==> src/rtl/core/crt_pkg.sv <==
// ----------------------------------------------------------------------------
// crt_pkg: shared types and constants
// Widths, divider request/response structs and sequencer states.
// ----------------------------------------------------------------------------
package crt_pkg;

    localparam int MOD_W  = 31;              // coordinate / modulus width
    localparam int WIDE_W = 2 * MOD_W;       // product / wide dividend width
    localparam int IDX_W  = 16;              // best_index width
    localparam int SGN_W  = MOD_W + 2;       // Bezout coefficient width
    localparam int PRD_W  = 64;              // multiplier result width
    localparam int CNT_W  = $clog2(WIDE_W + 1);
    localparam int MAX_POINTS_DEF = 65536;

    localparam logic [1:0] CFG_MOD_X  = 2'd0;
    localparam logic [1:0] CFG_MOD_Y  = 2'd1;
    localparam logic [1:0] CFG_STEP_X = 2'd2;
    localparam logic [1:0] CFG_STEP_Y = 2'd3;

    typedef struct packed {
        logic              start;
        logic              wide;      // 1: 62-bit dividend, 0: 31-bit dividend
        logic [WIDE_W-1:0] dividend;
        logic [MOD_W-1:0]  divisor;
    } t_div_req;

    typedef struct packed {
        logic              done;
        logic [WIDE_W-1:0] quot;
        logic [MOD_W-1:0]  rem;
    } t_div_rsp;

    typedef enum logic [4:0] {
        ST_IDLE,
        ST_DX1, ST_DX2, ST_DY1, ST_DY2,
        ST_EG_DIV, ST_EG_MUL, ST_EG_UPD,
        ST_SV_CHK, ST_SV_P, ST_SV_NX, ST_SV_MUL, ST_SV_RED,
        ST_CR_A1, ST_CR_A2, ST_CR_M2G, ST_CR_CM, ST_CR_DQ, ST_CR_DQM,
        ST_CR_XM, ST_CR_MK, ST_CR_K, ST_CR_MT, ST_CR_T,
        ST_FIN, ST_EMIT
    } t_state;

endpackage

==> src/rtl/core/crt_div.sv <==
// ----------------------------------------------------------------------------
// crt_div: shared iterative divider
// Restoring radix-2 unsigned divide, one quotient bit per cycle.
// ----------------------------------------------------------------------------
module crt_div (
    input  logic              i_clk,
    input  logic              i_rst_n,
    input  crt_pkg::t_div_req i_req,
    output crt_pkg::t_div_rsp o_rsp
);
    import crt_pkg::*;

    logic              r_busy;
    logic              r_done;
    logic [CNT_W-1:0]  r_cnt;
    logic [WIDE_W-1:0] r_q;
    logic [MOD_W-1:0]  r_rem;
    logic [MOD_W-1:0]  r_dvs;

    logic [MOD_W:0]    n_shift;
    logic              n_bit;
    logic [MOD_W-1:0]  n_rem;

    always_comb begin
        n_shift = {r_rem, r_q[WIDE_W-1]};
        n_bit   = (n_shift >= {1'b0, r_dvs});
        n_rem   = n_bit ? MOD_W'(n_shift - {1'b0, r_dvs}) : n_shift[MOD_W-1:0];
    end

    always_ff @(posedge i_clk) begin
        if (!i_rst_n) begin
            r_busy <= 1'b0;
            r_done <= 1'b0;
            r_cnt  <= '0;
        end else begin
            r_done <= 1'b0;
            if (i_req.start) begin
                r_busy <= 1'b1;
                r_cnt  <= i_req.wide ? CNT_W'(WIDE_W) : CNT_W'(MOD_W);
            end else if (r_busy) begin
                r_cnt <= r_cnt - 1'b1;
                if (r_cnt == CNT_W'(1)) begin
                    r_busy <= 1'b0;
                    r_done <= 1'b1;
                end
            end
        end
    end

    always_ff @(posedge i_clk) begin
        if (i_req.start) begin
            r_q   <= i_req.wide ? i_req.dividend
                                : {i_req.dividend[MOD_W-1:0], {(WIDE_W-MOD_W){1'b0}}};
            r_rem <= '0;
            r_dvs <= i_req.divisor;
        end else if (r_busy) begin
            r_q   <= {r_q[WIDE_W-2:0], n_bit};
            r_rem <= n_rem;
        end
    end

    assign o_rsp.done = r_done;
    assign o_rsp.quot = r_q;
    assign o_rsp.rem  = r_rem;
endmodule

==> config.mk <==
export PLATFORM = sky130hd
export DESIGN_NAME = crt_div
export DESIGN_NICKNAME = d
export VERILOG_FILES = /design/src/rtl/core/crt_pkg.sv /design/src/rtl/core/crt_div.sv
export SDC_FILE = /design/constraint.sdc
export NUM_CORES = 1
export LEC_CHECK = 0
export ABC_AREA = 0
export BUFFER_PORTS_ARGS = -buffer_cell sky130_fd_sc_hd__buf_2
export CAP_MARGIN = 20
export CELL_PAD_IN_SITES_DETAIL_PLACEMENT = 0
export CELL_PAD_IN_SITES_GLOBAL_PLACEMENT = 1
export CORE_MARGIN = 1
export CORE_UTILIZATION = 41
export DETAILED_ROUTE_END_ITERATION = 10
export PLACE_DENSITY_LB_ADDON = 0.1
export SLEW_MARGIN = 20
export SYNTH_ARGS = -nofsm -noshare
export SYNTH_HDL_FRONTEND = slang
export SYNTH_SLANG_ARGS = --single-unit
==> constraint.sdc <==
create_clock -name i_clk -period 3.35 [get_ports i_clk]
set_input_delay 0.1675 -clock i_clk [delete_from_list [all_inputs] [get_ports i_clk]]
set_output_delay 0.1675 -clock i_clk [all_outputs]
set_load 0.005 [all_outputs]
# Word-level counts from Yosys, hierarchy flattened
# Index checks and enable logic that the tools add are counted.
word_totals:
  mem_bits_rw: 0
  memories: 0
  latchBits: 0
  word_cells: 25
  rom_bits: 0
  inputBits: 97
  regBits: 132
classes:
  addsub: 2
  bitwise_logic: 2
  shift: 0
  reduce_logical: 2
  n_eq_ne: 1
  mul: 0
  order_cmp: 1
  muxes: 11
  div_mod_pow: 0
op_table:
  columns: ["operator", "count"]
  rows:
  - ["$mux W62", 3]
  - ["$ge A32 B31 Y1", 1]
  - ["$mux W31", 1]
  - ["$sub A31 B31 Y31", 1]
  - ["$mux W6", 3]
  - ["$eq A6 B1 Y1 const B", 1]
  - ["$sub A6 B1 Y6 const B", 1]
  - ["$mux W1", 4]
  - ["$reduce_or A3 Y1", 1]
  - ["$not A1 Y1", 2]
  - ["$reduce_bool A2 Y1", 1]

# Depth between registers and ports, before layout
depth:
  depth_word: 4
  mapped_depth: 14
  depth_no_buf: 12

# Worst setup path before layout
# No wires, ideal clock.
synth_path:
  kind: "flip-flop to flip-flop"
  from: "reg r_rem[17]"
  to: "reg r_rem[17]"
  arrival_ns: 2.676
  synth_period_minus_slack_ns: 2.749
  slack_ns: 0.601
  setup_time_ns: 0.073
  stages_incl_launch_ff: 12
  path_cell_list: "dfxtp_1 -> ha_1 -> buf_2 -> nand4_1 -> or3_1 -> buf_2 -> or2_4 -> a2111oi_4 -> nor3_2 -> buf_6 -> o311a_1 -> nor3_2"
synth_between:
  elab_chain_len: 2
synth_lines:
  columns: ["element", "line", "source"]
  rows:
  - ["start, declared", "crt_div.sv:17", "logic [MOD_W-1:0] r_rem;"]
  - ["start signal, assigned", "crt_div.sv:58", "r_rem <= n_rem;"]
  - ["$ge A32 B31 Y1", "crt_div.sv:26", "n_bit = (n_shift >= {1'b0, r_dvs});"]
  - ["$mux W31", "crt_div.sv:27", "n_rem = n_bit ? MOD_W'(n_shift - {1'b0, r_dvs}) : n_shift[MOD_W-1:0];"]
# No other way between the ends.
# A chain may end at the register's enable or synchronous reset.

# Worst setup path in the final report
layout_path:
  from: "reg r_rem[8]"
  to: "reg r_rem[15]"
layout_between:
  elab_chain_len: 2
  elab_cells_between_ends: 3
  classes_between: "1 x add/sub; 1 x order compare; 1 x mux"
layout_lines:
  columns: ["element", "line"]
  rows:
  - ["$sub A31 B31 Y31 / $ge A32 B31 Y1 (equally long branches)", "crt_div.sv:27, crt_div.sv:26"]
  - ["$mux W31 (*)", "crt_div.sv:27"]
# Every way passes the cells marked *; elsewhere a longest branch is shown, timed or not.

==> impl_metrics.yaml <==
status:
  status: "complete, no violations"
logic_synthesis:
  avgSynthCellArea_um2: 9.426
  synth-xor-area-share: 0.02427
  yosys.area_share.simple: 0.1451
  syn_inst: 804
  synthFlopType: "edfxtp_1"
  async_flop_share: 0
  synth_edf_count: 93
  synth_area_mm2: 0.007579
  ys_seq_area_frac: 0.4715
  muxShareOfSynthArea: 0.05415
  synth_compound_area_frac: 0.1869
  ys_seq_elements: 132
  synth_fa_ha_area_frac: 0.05712
  yosysWarnings: 0
  synth_nets: 935
  synth_top_family_by_area: "compound AO/OA/AOI/OAI gates"
  ys_types: 59
floorplan:
  top_level_ports: 191
  initial_utilization: 0.4204
  core_mm2: 0.01802
  die-area_mm2: 0.01903
  rows: 49
  die_x_um: 138.0
  die_h_um: 138.0
timing:
  final.period_utilization: 0.9082
  fin_setup_tns_ns: 0
  min_period_ns: 3.042
  clock.fmax_ghz: 0.3287
  max_slew_margin: 0.5036
  drv_slew: 0
  grt_setup_unrepaired: "no"
  finalClockSkew_ns: 0.01069
  setup_violations: 0
  hold_violations: 0
  worst_slew_pin_slew_ns: 0.7447
route:
  dr_total_vias: 6490
  wl_per_cell_um: 15.38
  dr.pass1.iters: 5
  drtIter0Drc: 316
  vias_per_cell: 5.102
  wl_mm: 19.56
  ant_nets: 0
  drcViolationCount: 0
global_routing:
  antenna_found_initial: 0
  grtUsageTotal: 0.2070
  first_global_vias: 5976
  grt_start_max_net_pins: 75
  overflow: 0
  grt_pass1_wl_mm: 30.39
power_and_ir_drop:
  seq_power_share: 0.398
  combPwrFrac: 0.210
  power_per_cell_area_mw_per_mm2: 517.3
  p_leak_nw: 4.413
  p_int_mw: 3.646
  netSwitchingFraction: 0.2789
  pwr-share-clk: 0.392
  switching_power_mw: 1.411
  peakVddDrop_uv: 365.8
placement:
  gp_congestion: 0.8037
  dp.final_hpwl_mm: 14.00
  io_buffers: 190
layout:
  layout_commonest_cell: "buf_2"
  final_cell_mix: "buf_2, edfxtp_1, nor2_1, a21oi_1, inv_1"
  syn2layout_area_growth_pct: 28.99
  diodes: 0
  fin_util: 0.5423
  drive_gt1_frac: 0.2474
  final_nets: 1161
clock_tree:
  post-cts-setup-buffer-count: 0
  cts_tree: "built"
  h-tree-depth: 4
  cts_sinks: 132
  clk_pin_slew_ns: 0.07
  cts-root-buf: "clkbuf_16"
  clockBufferDepth: 2
  clk_latency_ns: 0.42
  cts-buffers-inserted: 17
setup_path:
  worstSetupEndpointType: "flip-flop"
  worstSetupPathType: "reg -> reg"
  cp.required_ns: 3.69
  cp-start-kind: "flip-flop"
  rrSetupSlack_ns: 0.31
  critPathMaxFanout: 14
  arrival_ns: 3.38
hold_path:
  hold_class: "in -> reg"
flow_run:
  max_cap_violations: 0
==> Yosys cell counts, types with 3 or more instances <==
| cell type | count | area share |
|---|---|---|
| edfxtp_1 | 93 | 0.37 |
| o211ai_1 | 3 | 0.0030 |
| mux2i_1 | 41 | 0.054 |
| nand2b_1 | 5 | 0.0041 |
| a21oi_1 | 79 | 0.052 |
| a21boi_0 | 5 | 0.0050 |
| nand4_1 | 8 | 0.0066 |
| xor2_1 | 11 | 0.013 |
| and3_1 | 6 | 0.0050 |
| dfxtp_1 | 39 | 0.10 |
| ha_1 | 33 | 0.054 |
| buf_2 | 3 | 0.0020 |
| buf_1 | 6 | 0.0030 |
| nor3b_1 | 7 | 0.0069 |
| clkbuf_1 | 30 | 0.015 |
| and2_1 | 6 | 0.0050 |
| inv_1 | 72 | 0.036 |
| a211o_1 | 4 | 0.0046 |
| o31a_1 | 4 | 0.0046 |
| nor3_1 | 12 | 0.0079 |
| o21ai_0 | 49 | 0.032 |
| o21a_1 | 13 | 0.013 |
| nor2_1 | 92 | 0.046 |
| a21o_1 | 16 | 0.016 |
| nand2_1 | 65 | 0.032 |
| nand3_1 | 8 | 0.0053 |
| nor2b_1 | 11 | 0.0091 |
| a31oi_1 | 8 | 0.0066 |
| a211oi_1 | 19 | 0.019 |
| a311oi_1 | 3 | 0.0035 |
| o21bai_1 | 6 | 0.0059 |
| or3_1 | 3 | 0.0025 |
| xnor2_1 | 10 | 0.012 |
==> power groups by stage <==
stage | clock network [mW] | registers (mW) | logic (mW)
after global placement | 0 | 2.04 | 1.04
after CTS | 2.02 | 2.02 | 1.07
after detailed placement | 0 | 2.05 | 1.04
after floorplan | 0 | 2.05 | 0.640
after global routing | 2.08 | 2.04 | 1.20
final | 1.98 | 2.02 | 1.06
==> metrics by stage <==
step,hold WS [ns],setup slack (ns),power [mW],instances,cell area [µm²]
after floorplan,0.2664,0.6008,2.687,804,7579
after global placement,0.3437,0.3689,3.089,1209,8852
after detailed placement,0.3456,0.2904,3.086,1209,8852
after CTS,0.02544,0.2887,5.107,1272,9776
after global routing,0.04395,0.08946,5.317,1272,9776
final,0.04647,0.3076,5.057,1272,9776
==> state kept, by name, indices dropped and copies added, names as in the netlist <==
register  count
r_q          62
r_dvs        31
r_rem        31
r_cnt         6
r_busy        1
r_done        1
==> what timing repair did <==
action,CTS,global route
hold endpoints to repair,31,0
hold buffers,31,0
resized for setup,0,0
==> worst max-delay path, cell delays in order, from the launching register on <==
cell and delay, ns:
dfxtp_1 0.33, ha_1 0.39, a21o_1 0.24, o21bai_1 0.16
a21oi_1 0.23, o21ai_0 0.16, o31a_1 0.30, nor3_4 0.49
buf_4 0.28, nand2_1 0.07, o31a_1 0.10, a211oi_1 0.21
==> layout make-up <==
type | count | area [µm²]
multi-input combinational | 557 | 3550
fill | 1737 | 8249
inverter | 72 | 270.3
clock inverter | 13 | 180.2
sequential | 132 | 3575
timing repair buffer | 250 | 1481
tap | 229 | 286.5
clock buffer | 19 | 432.9
==> cells by family after synthesis <==
kind of cell    after synthesis
xor+xnor                     21
compound gates              224
simple gates                237
mux                          41
buf+inv                     115
flops                       132
fa+ha+maj                    34
==> layer usage <==
metal | track usage | routed length [µm] | vias up | share of wire
li1 | - | - | 3331 | -
met1 | 0.2931 | 9640 | 2992 | 0.49
met2 | 0.3144 | 8770 | 154 | 0.45
met3 | 0.04825 | 968 | 13 | 0.049
met4 | 0.05616 | 180 | 0 | 0.0092
met5 | 0 | 0 | - | 0
==> path summary, 6_finish.rpt <==
| check | end | start | depth (start not counted) |
|---|---|---|---|
| worst max-delay path | r_rem[15] | r_rem[8] | 11 |
| worst min-delay path | r_q[29] | i_req[60] | 3 |
| worst max register to register | r_rem[15] | r_rem[8] | 11 |
| worst min register to register | r_rem[18] | r_rem[18] | 2 |
Note: power is estimated with default switching activity, not from simulation.
